## config.mk

```make
export PLATFORM = sky130hd
export DESIGN_NAME = substitution_cipher_codec
export DESIGN_NICKNAME = d
export VERILOG_FILES = /design/src/sv/scc_pkg.sv /design/src/sv/substitution_cipher_codec.sv
export SDC_FILE = /design/constraint.sdc
export NUM_CORES = 2
export LEC_CHECK = 0
export ABC_AREA = 1
export BUFFER_PORTS_ARGS = -buffer_cell sky130_fd_sc_hd__buf_4
export CAP_MARGIN = 10
export CORE_MARGIN = 8
export CORE_UTILIZATION = 40
export CTS_CLUSTER_SIZE = 12
export DETAILED_ROUTE_END_ITERATION = 10
export SLEW_MARGIN = 5
export SYNTH_ARGS = -nofsm -noshare
export SYNTH_HDL_FRONTEND = slang
export SYNTH_SLANG_ARGS = --single-unit
```

## constraint.sdc

```tcl
create_clock -name clk -period 10.7 [get_ports clk]
set_input_delay 0.535 -clock clk [delete_from_list [all_inputs] [get_ports clk]]
set_output_delay 0.535 -clock clk [all_outputs]
set_load 0.02 [all_outputs]
```

## src/sv/scc_pkg.sv

```systemverilog
package scc_pkg;

  // key size and derived widths
  localparam int KEY_ENTRIES = 62;
  localparam int KEY_IDX_W   = $clog2(KEY_ENTRIES);
  localparam int LD_CNT_W    = $clog2(KEY_ENTRIES + 1);

  // running count width, reported on a 16-bit field
  localparam int COUNT_BITS  = 16;
  localparam int RUN_W       = 16;

  // item kinds
  localparam logic [1:0] KIND_CLEAR  = 2'd0;
  localparam logic [1:0] KIND_LOAD   = 2'd1;
  localparam logic [1:0] KIND_ENCODE = 2'd2;
  localparam logic [1:0] KIND_DECODE = 2'd3;

  // result status codes
  localparam logic [1:0] ST_OK         = 2'd0;
  localparam logic [1:0] ST_DUPLICATE  = 2'd1;
  localparam logic [1:0] ST_INCOMPLETE = 2'd2;
  localparam logic [1:0] ST_OVERFLOW   = 2'd3;

  typedef struct packed {
    logic                 hit;
    logic [KEY_IDX_W-1:0] pos;
  } alpha_pos_t;

  // alphabet order a-z, A-Z, 1-9, 0
  function automatic alpha_pos_t alpha_pos(input logic [7:0] b);
    alpha_pos_t r;
    r.hit = 1'b1;
    r.pos = '0;
    case (b) inside
      [8'h61:8'h7a]: r.pos = KEY_IDX_W'(b - 8'h61);
      [8'h41:8'h5a]: r.pos = KEY_IDX_W'(b - 8'h41 + 8'd26);
      [8'h31:8'h39]: r.pos = KEY_IDX_W'(b - 8'h31 + 8'd52);
      8'h30:         r.pos = KEY_IDX_W'(61);
      default:       r.hit = 1'b0;
    endcase
    return r;
  endfunction

  function automatic logic [7:0] alpha_char(input logic [KEY_IDX_W-1:0] pos);
    logic [7:0] p;
    logic [7:0] c;
    p = 8'(pos);
    case (p) inside
      [8'd0:8'd25]:  c = 8'h61 + p;
      [8'd26:8'd51]: c = 8'h41 + (p - 8'd26);
      [8'd52:8'd60]: c = 8'h31 + (p - 8'd52);
      default:       c = 8'h30;
    endcase
    return c;
  endfunction

endpackage

```

## src/sv/substitution_cipher_codec.sv

```systemverilog
// channel  | direction | handshake             | word
// ---------+-----------+-----------------------+----------------------------------------
// in_      | input     | in_valid / in_ready   | in_kind, in_byte, in_last_char
// out_     | output    | out_valid / out_ready | out_byte, out_substituted, out_run_total,
//          |           |                       | out_status, out_text_end
//
// one word per cycle sustained while out_ready is high; a result is offered once its word has passed
// the read stage (table reads captured with the word) and then the result register
// rst_n (synchronous) empties both stages, the key fill count, the duplicate flag,
// the running count and the inverse valid bits; a clear word empties the valid bits at once
// a stall on out_ready holds the result register, then the read stage, then in_ready
// while the read stage is empty a waiting result does not block the next word
module substitution_cipher_codec (
  input  logic       clk,
  input  logic       rst_n,
  input  logic       in_valid,
  output logic       in_ready,
  input  logic [1:0] in_kind,
  input  logic [7:0] in_byte,
  input  logic       in_last_char,
  output logic       out_valid,
  input  logic       out_ready,
  output logic [7:0] out_byte,
  output logic       out_substituted,
  output logic [15:0] out_run_total,
  output logic [1:0] out_status,
  output logic       out_text_end
);

  localparam int KIW = scc_pkg::KEY_IDX_W;
  localparam int LDW = scc_pkg::LD_CNT_W;
  localparam int CW  = scc_pkg::COUNT_BITS;

  // key and inverse storage; inverse holds alphabet position, validity in flops
  logic [7:0]     key_mem [scc_pkg::KEY_ENTRIES];
  logic [KIW-1:0] inv_mem [256];
  logic [255:0]   inv_valid_r;

  // read stage
  logic           s1_v_r;
  logic [1:0]     s1_kind_r;
  logic [7:0]     s1_byte_r;
  logic           s1_last_r;
  logic [7:0]     key_rd_r;
  logic [KIW-1:0] inv_rd_r;

  // block state
  logic [LDW-1:0] loaded_r, loaded_nxt;
  logic           dup_r, dup_nxt;
  logic [CW-1:0]  count_r, count_nxt;

  // result register
  logic           out_v_r;
  logic [7:0]     obyte_r;
  logic           subst_r;
  logic [15:0]    run_r;
  logic [1:0]     status_r;
  logic           tend_r;

  logic           in_acc, s1_adv;
  scc_pkg::alpha_pos_t rd_ap, s1_ap;
  logic           vbit;
  logic           key_we, inv_we, clr;
  logic [KIW-1:0] key_wa;
  logic [7:0]     obyte;
  logic           subst;
  logic [1:0]     status;
  logic [CW-1:0]  count_upd;
  logic [31:0]    count_wide;
  logic [15:0]    run_rep;

  // handshake: read stage moves when the result register is free or being taken
  assign s1_adv   = s1_v_r && (!out_v_r || out_ready);
  assign in_ready = !s1_v_r || s1_adv;
  assign in_acc   = in_valid && in_ready;

  assign rd_ap = scc_pkg::alpha_pos(in_byte);
  assign s1_ap = scc_pkg::alpha_pos(s1_byte_r);
  assign vbit  = inv_valid_r[s1_byte_r];
  assign key_wa = KIW'(loaded_r);

  // result logic and next state for the word in the read stage
  always_comb begin
    obyte      = 8'd0;
    subst      = 1'b0;
    status     = scc_pkg::ST_OK;
    loaded_nxt = loaded_r;
    dup_nxt    = dup_r;
    key_we     = 1'b0;
    inv_we     = 1'b0;
    clr        = 1'b0;
    case (s1_kind_r)
      scc_pkg::KIND_CLEAR: begin
        loaded_nxt = '0;
        dup_nxt    = 1'b0;
        clr        = 1'b1;
      end
      scc_pkg::KIND_LOAD: begin
        if (loaded_r >= LDW'(scc_pkg::KEY_ENTRIES)) begin
          status = scc_pkg::ST_OVERFLOW;
        end else begin
          key_we = 1'b1;
          // a repeated character is kept in the key but the inverse keeps its first spot
          if (vbit) begin
            dup_nxt = 1'b1;
            status  = scc_pkg::ST_DUPLICATE;
          end else begin
            inv_we = 1'b1;
          end
          loaded_nxt = loaded_r + LDW'(1);
        end
      end
      default: begin
        if (dup_r) begin
          status = scc_pkg::ST_DUPLICATE;
        end else if (loaded_r < LDW'(scc_pkg::KEY_ENTRIES)) begin
          status = scc_pkg::ST_INCOMPLETE;
        end else begin
          obyte = s1_byte_r;
          if (s1_kind_r == scc_pkg::KIND_ENCODE) begin
            if (s1_ap.hit) begin
              obyte = key_rd_r;
              subst = 1'b1;
            end
          end else if (vbit) begin
            obyte = scc_pkg::alpha_char(inv_rd_r);
            subst = 1'b1;
          end
        end
      end
    endcase

    // saturating count, reported clipped to 16 bits, restarted after a last word
    count_upd = count_r;
    if (subst && (count_r != {CW{1'b1}})) begin
      count_upd = count_r + CW'(1);
    end
    count_wide = 32'(count_upd);
    run_rep    = (count_wide > 32'h0000_FFFF) ? 16'hFFFF : count_wide[15:0];
    count_nxt  = s1_last_r ? '0 : count_upd;
  end

  // memory writes
  always_ff @(posedge clk) begin
    if (s1_adv && key_we) begin
      key_mem[key_wa] <= s1_byte_r;
    end
    if (s1_adv && inv_we) begin
      inv_mem[s1_byte_r] <= KIW'(loaded_r);
    end
  end

  // memory reads, with the write of the same edge forwarded
  always_ff @(posedge clk) begin
    if (in_acc) begin
      if (s1_adv && key_we && (key_wa == rd_ap.pos)) begin
        key_rd_r <= s1_byte_r;
      end else begin
        key_rd_r <= key_mem[rd_ap.pos];
      end
      if (s1_adv && inv_we && (s1_byte_r == in_byte)) begin
        inv_rd_r <= KIW'(loaded_r);
      end else begin
        inv_rd_r <= inv_mem[in_byte];
      end
    end
  end

  // inverse valid bits, emptied at once by a clear word
  always_ff @(posedge clk) begin
    if (!rst_n) begin
      inv_valid_r <= '0;
    end else if (s1_adv && clr) begin
      inv_valid_r <= '0;
    end else if (s1_adv && inv_we) begin
      inv_valid_r[s1_byte_r] <= 1'b1;
    end
  end

  // read stage payload
  always_ff @(posedge clk) begin
    if (in_acc) begin
      s1_kind_r <= in_kind;
      s1_byte_r <= in_byte;
      s1_last_r <= in_last_char;
    end
  end

  // result payload
  always_ff @(posedge clk) begin
    if (s1_adv) begin
      obyte_r  <= obyte;
      subst_r  <= subst;
      run_r    <= run_rep;
      status_r <= status;
      tend_r   <= s1_last_r;
    end
  end

  // control state
  always_ff @(posedge clk) begin
    if (!rst_n) begin
      s1_v_r   <= 1'b0;
      out_v_r  <= 1'b0;
      loaded_r <= '0;
      dup_r    <= 1'b0;
      count_r  <= '0;
    end else begin
      if (in_acc) begin
        s1_v_r <= 1'b1;
      end else if (s1_adv) begin
        s1_v_r <= 1'b0;
      end
      if (s1_adv) begin
        out_v_r <= 1'b1;
      end else if (out_ready) begin
        out_v_r <= 1'b0;
      end
      if (s1_adv) begin
        loaded_r <= loaded_nxt;
        dup_r    <= dup_nxt;
        count_r  <= count_nxt;
      end
    end
  end

  assign out_valid       = out_v_r;
  assign out_byte        = obyte_r;
  assign out_substituted = subst_r;
  assign out_run_total   = run_r;
  assign out_status      = status_r;
  assign out_text_end    = tend_r;

  // key fill never passes the key size
  a_loaded_bound: assert property (@(posedge clk) disable iff (!rst_n)
    loaded_r <= LDW'(scc_pkg::KEY_ENTRIES))
    else $error("key fill count beyond key size");

  // a substituted byte always comes with ok status
  a_subst_ok: assert property (@(posedge clk) disable iff (!rst_n)
    (out_valid && out_substituted) |-> (out_status == scc_pkg::ST_OK))
    else $error("substituted byte with error status");

  // the read stage never overwrites a result still waiting
  a_no_overrun: assert property (@(posedge clk) disable iff (!rst_n)
    !(s1_adv && out_v_r && !out_ready))
    else $error("result register overrun");

  // count restarts after a last word
  a_count_restart: assert property (@(posedge clk) disable iff (!rst_n)
    (s1_adv && s1_last_r) |=> (count_r == '0))
    else $error("running count not restarted after last word");

endmodule

```

==> results.sh <==
export IMPL_dr_total_vias=64750
export IMPL_pin_count=45
export IMPL_yosysMostFrequentCell="edfxtp_1"
export IMPL_num_rows=180
export IMPL_path_clk_slew_ns=0.06
export IMPL_worst_path_buf_inv=7
export IMPL_synth_top_cells_by_count="edfxtp_1, nand2_1, nor2_1, nand3_1, inv_1"
export IMPL_place_inst=11160
export IMPL_yosys_warnings=0
export IMPL_io_buffers=44
export IMPL_die_x_um=508
export IMPL_stdcell_area_sq_um=107900
export IMPL_power_density_nw_per_um2=178.9
export IMPL_cts_tree="built"
export IMPL_dr_first_iter_drc_count=7284
export IMPL_crit_fanout=33
export IMPL_power_share_clock_pct=42.2
export IMPL_die_h_um=508
export IMPL_die_area_sq_um=258100
export IMPL_worst_setup_path_start_kind="register"
export IMPL_core_area_sq_um=240500
export IMPL_yosys_area_top_type="edfxtp_1"
export IMPL_cp_slowest_stage_delay_ns=0.67
export IMPL_worst_pin_slew_ns=1.329
export IMPL_clockBufferDepth=3
export IMPL_numCtsBuffers=237
export IMPL_max_freq_ghz=0.1565
export IMPL_fin_nets=8255
export IMPL_fin_crit_ns=6.388
export IMPL_ant_nets=0
export IMPL_cp_cell_sequence="buf_4 -> inv_2 -> buf_4 -> buf_4 -> nand2_2 -> inv_2 -> nand2_1 -> nand4_1 -> nand2_1 -> nand2_1 -> o21ai_1 -> nand2_1 -> a21oi_2 -> nand3_2 -> nor2_2 -> buf_4 -> inv_2 -> nor2_4 -> nand2_2 -> nor2_1"
export IMPL_fin_crit_sh_pct=59.70
export IMPL_final_setup_viol_count=0
export IMPL_power_w=0.01929
export IMPL_syn2layout_area_growth_pct=11.39
export IMPL_fin_setup_tns_ns=0
export IMPL_drtPass1Iterations=6
export IMPL_rsz0062_at_grt="false"
export IMPL_vias_per_cell=5.576
export IMPL_r2r_slack_ns=4.31
export IMPL_setup_slack_ns=4.312
export IMPL_final_cell_count_no_fill=11610
export IMPL_yosysUniqueCellTypes=60
export IMPL_path_delay_family="simple AND/OR/NAND/NOR gates"
export IMPL_final_max_slew_viol_count=0
export IMPL_globalplace_congestion=0.9163
export IMPL_endpoint_kind="register"
export IMPL_maxSlewHeadroom_pct=11.32
export IMPL_grt_pass1_wl_um=417900
export IMPL_yosys_register_bits=2366
export IMPL_grt_pass1_vias=62210
export IMPL_hold_viol=0
export IMPL_combPwrFrac_pct=5.9
export IMPL_gr_total_overflow=0
export IMPL_drive_gt1_share_pct=8.134
export IMPL_avgRoutedWirePerCell_um=24.53
export IMPL_grt_max_degree=242
export IMPL_async_flop_share_pct=0
export IMPL_synth_seq_area_share_pct=70.47
export IMPL_power_frac_seq_pct=51.9
export IMPL_p_sw_w=0.004475
export IMPL_ir_drop_mv=0.1911
export IMPL_synth_ff_type="edfxtp_1"
export IMPL_syn_nets=8334
export IMPL_initial_core_util_pct=40.25
export IMPL_power_internal_w=0.01482
export IMPL_antenna_found_initial=4
export IMPL_p_leak_nw=38.19
export IMPL_insertion_delay_ns=0.94
export IMPL_swShare_pct=23.20
export IMPL_synth_cells=8300
export IMPL_cts_sinks=2366
export IMPL_hpwl_um=166600
export IMPL_ys_top_cells_by_area="edfxtp_1, nand2_1, dfxtp_1, nand3_1, nor2_1"
export IMPL_syn_avg_cell_area_sq_um=11.67
export IMPL_drv_cap=0
export IMPL_drc=0
export IMPL_synth_top_area_share_pct=64.66
export IMPL_cts_repair_resized=0
export IMPL_cts_root_buf="clkbuf_16"
export IMPL_hold_path_class="in2reg"
export IMPL_cp_slowest_cell="nor2_1"
export IMPL_dp_slack_ns=3.840
export IMPL_required_ns=11.24
export IMPL_skew_ns=0.1082
export IMPL_place_area_sq_um=100100
export IMPL_multi_input_area_sq_um=24670
export IMPL_regArea_sq_um=68260
export IMPL_outcome="complete, no violations"
export IMPL_critPathKind="reg2reg"
export IMPL_arrival_ns=6.93
export IMPL_finalWirelength_um=284800
export IMPL_synth_edf_count=2085
export IMPL_netlist_area_sq_um=96830
export IMPL_grt_usage_pct=21.43
export IMPL_htreeDepth=4
export IMPL_fill_cells=21930
per-layer routing:
metal / vias to the layer above / track usage (%) / routed length, um
li1: 29040 / - / -
met1: 32190 / 29.99 / 120800
met2: 2977 / 33.27 / 127900
met3: 553 / 4.455 / 25870
met4: 0 / 7.484 / 10200
met5: - / 0 / 0
final cells by class:
cell class / count / share of cell area (%)
Antenna cell: 6 / 0.01392
Clock buffer: 379 / 6.274
Clock inverter: 60 / 0.8214
Inverter: 502 / 1.791
Multi-Input combinational cell: 4950 / 22.88
Sequential cell: 2366 / 63.29
Tap cell: 3185 / 3.695
Timing Repair Buffer: 164 / 1.240
cell families (layout without fill, tap and decap cells):
logic type               Yosys count  count (layout)  share of synthesized area (%)
XOR/XNOR                          32              32                         0.2895
buffers and inverters            984            1105                          4.139
AND/OR/NAND/NOR                 3540            3540                          15.94
AO/OA/AOI/OAI                   1359            1359                          8.918
adder cells (fa/ha/maj)           19              19                         0.2455
flip-flops                      2366            2366                          70.47
other                              0               6                              0
path summary, 6_finish.rpt:
check,startpoint,endpoint,cells past startpoint
min reg2reg,inv_valid_r[82],inv_valid_r[82],2
max,s1_byte_r[1],inv_mem[133][1],20
min,in_byte[2],s1_byte_r[2],1
max reg2reg,s1_byte_r[1],inv_mem[133][1],20
through the flow:
stage	util, %	hold WS, ns
3_5_place_dp	41.60	0.4485
4_1_cts	44.83	0.01260
3_3_place_gp	41.60	0.4396
6_report	44.84	0.08196
5_1_grt	44.84	0.04126
2_1_floorplan	-	0.4272
repair_timing:
| action | 4_1_cts | 5_1_grt |
|---|---|---|
| endpoints found under the hold margin | 14 | 0 |
| hold buffers | 12 | 0 |
| setup buffers | 0 | 0 |
power by group through the flow:
stage | logic, W | registers [W] | clock network (W)
6_report | 0.00115 | 0.0100 | 0.00814
5_1_grt | 0.00122 | 0.0100 | 0.00857
4_1_cts | 0.00113 | 0.0100 | 0.00823
3_5_place_dp | 0.00112 | 0.0102 | 0
3_3_place_gp | 0.00112 | 0.0102 | 0
2_1_floorplan | 0.000648 | 0.0102 | 0
state kept, by name, indices dropped and copies added (netlist names):
| signal | cells |
|---|---|
| out_status | 2 |
| key_rd_r | 8 |
| inv_valid_r | 256 |
| out_run_total | 16 |
| inv_mem | 1536 |
| s1_last_r | 1 |
| key_wa | 6 |
| out_substituted | 1 |
| key_mem | 496 |
| out_byte | 8 |
| out_valid | 1 |
| s1_v_r | 1 |
| s1_byte_r | 8 |
| inv_rd_r | 6 |
| out_text_end | 1 |
| count_r | 16 |
| s1_kind_r | 2 |
| dup_r | 1 |
cell usage in the layout, fill, tap and decap left out, types with 27 or more instances in the layout:
| cell | Yosys | routed |
|---|---|---|
| nand4_1 | 91 | 91 |
| nand3b_1 | 66 | 66 |
| nor2_1 | 673 | 668 |
| buf_4 | 13 | 145 |
| a21oi_1 | 337 | 337 |
| a221oi_1 | 28 | 28 |
| o21a_1 | 242 | 242 |
| a22o_1 | 80 | 80 |
| inv_2 | 35 | 36 |
| nor2_4 | 63 | 65 |
| o21ai_0 | 358 | 357 |
| xor2_1 | 27 | 27 |
| o2111ai_1 | 51 | 51 |
| edfxtp_1 | 2085 | 2085 |
| a211oi_1 | 53 | 53 |
| inv_1 | 458 | 447 |
| clkbuf_8 | 0 | 27 |
| nand2_1 | 1922 | 1918 |
| o211ai_1 | 66 | 66 |
| dfxtp_1 | 281 | 275 |
| a31oi_1 | 43 | 43 |
| nor2_2 | 51 | 54 |
| clkbuf_16 | 0 | 239 |
| clkbuf_1 | 277 | 114 |
| nand3_1 | 599 | 598 |
No activity file was read; power rests on OpenSTA's default activity.
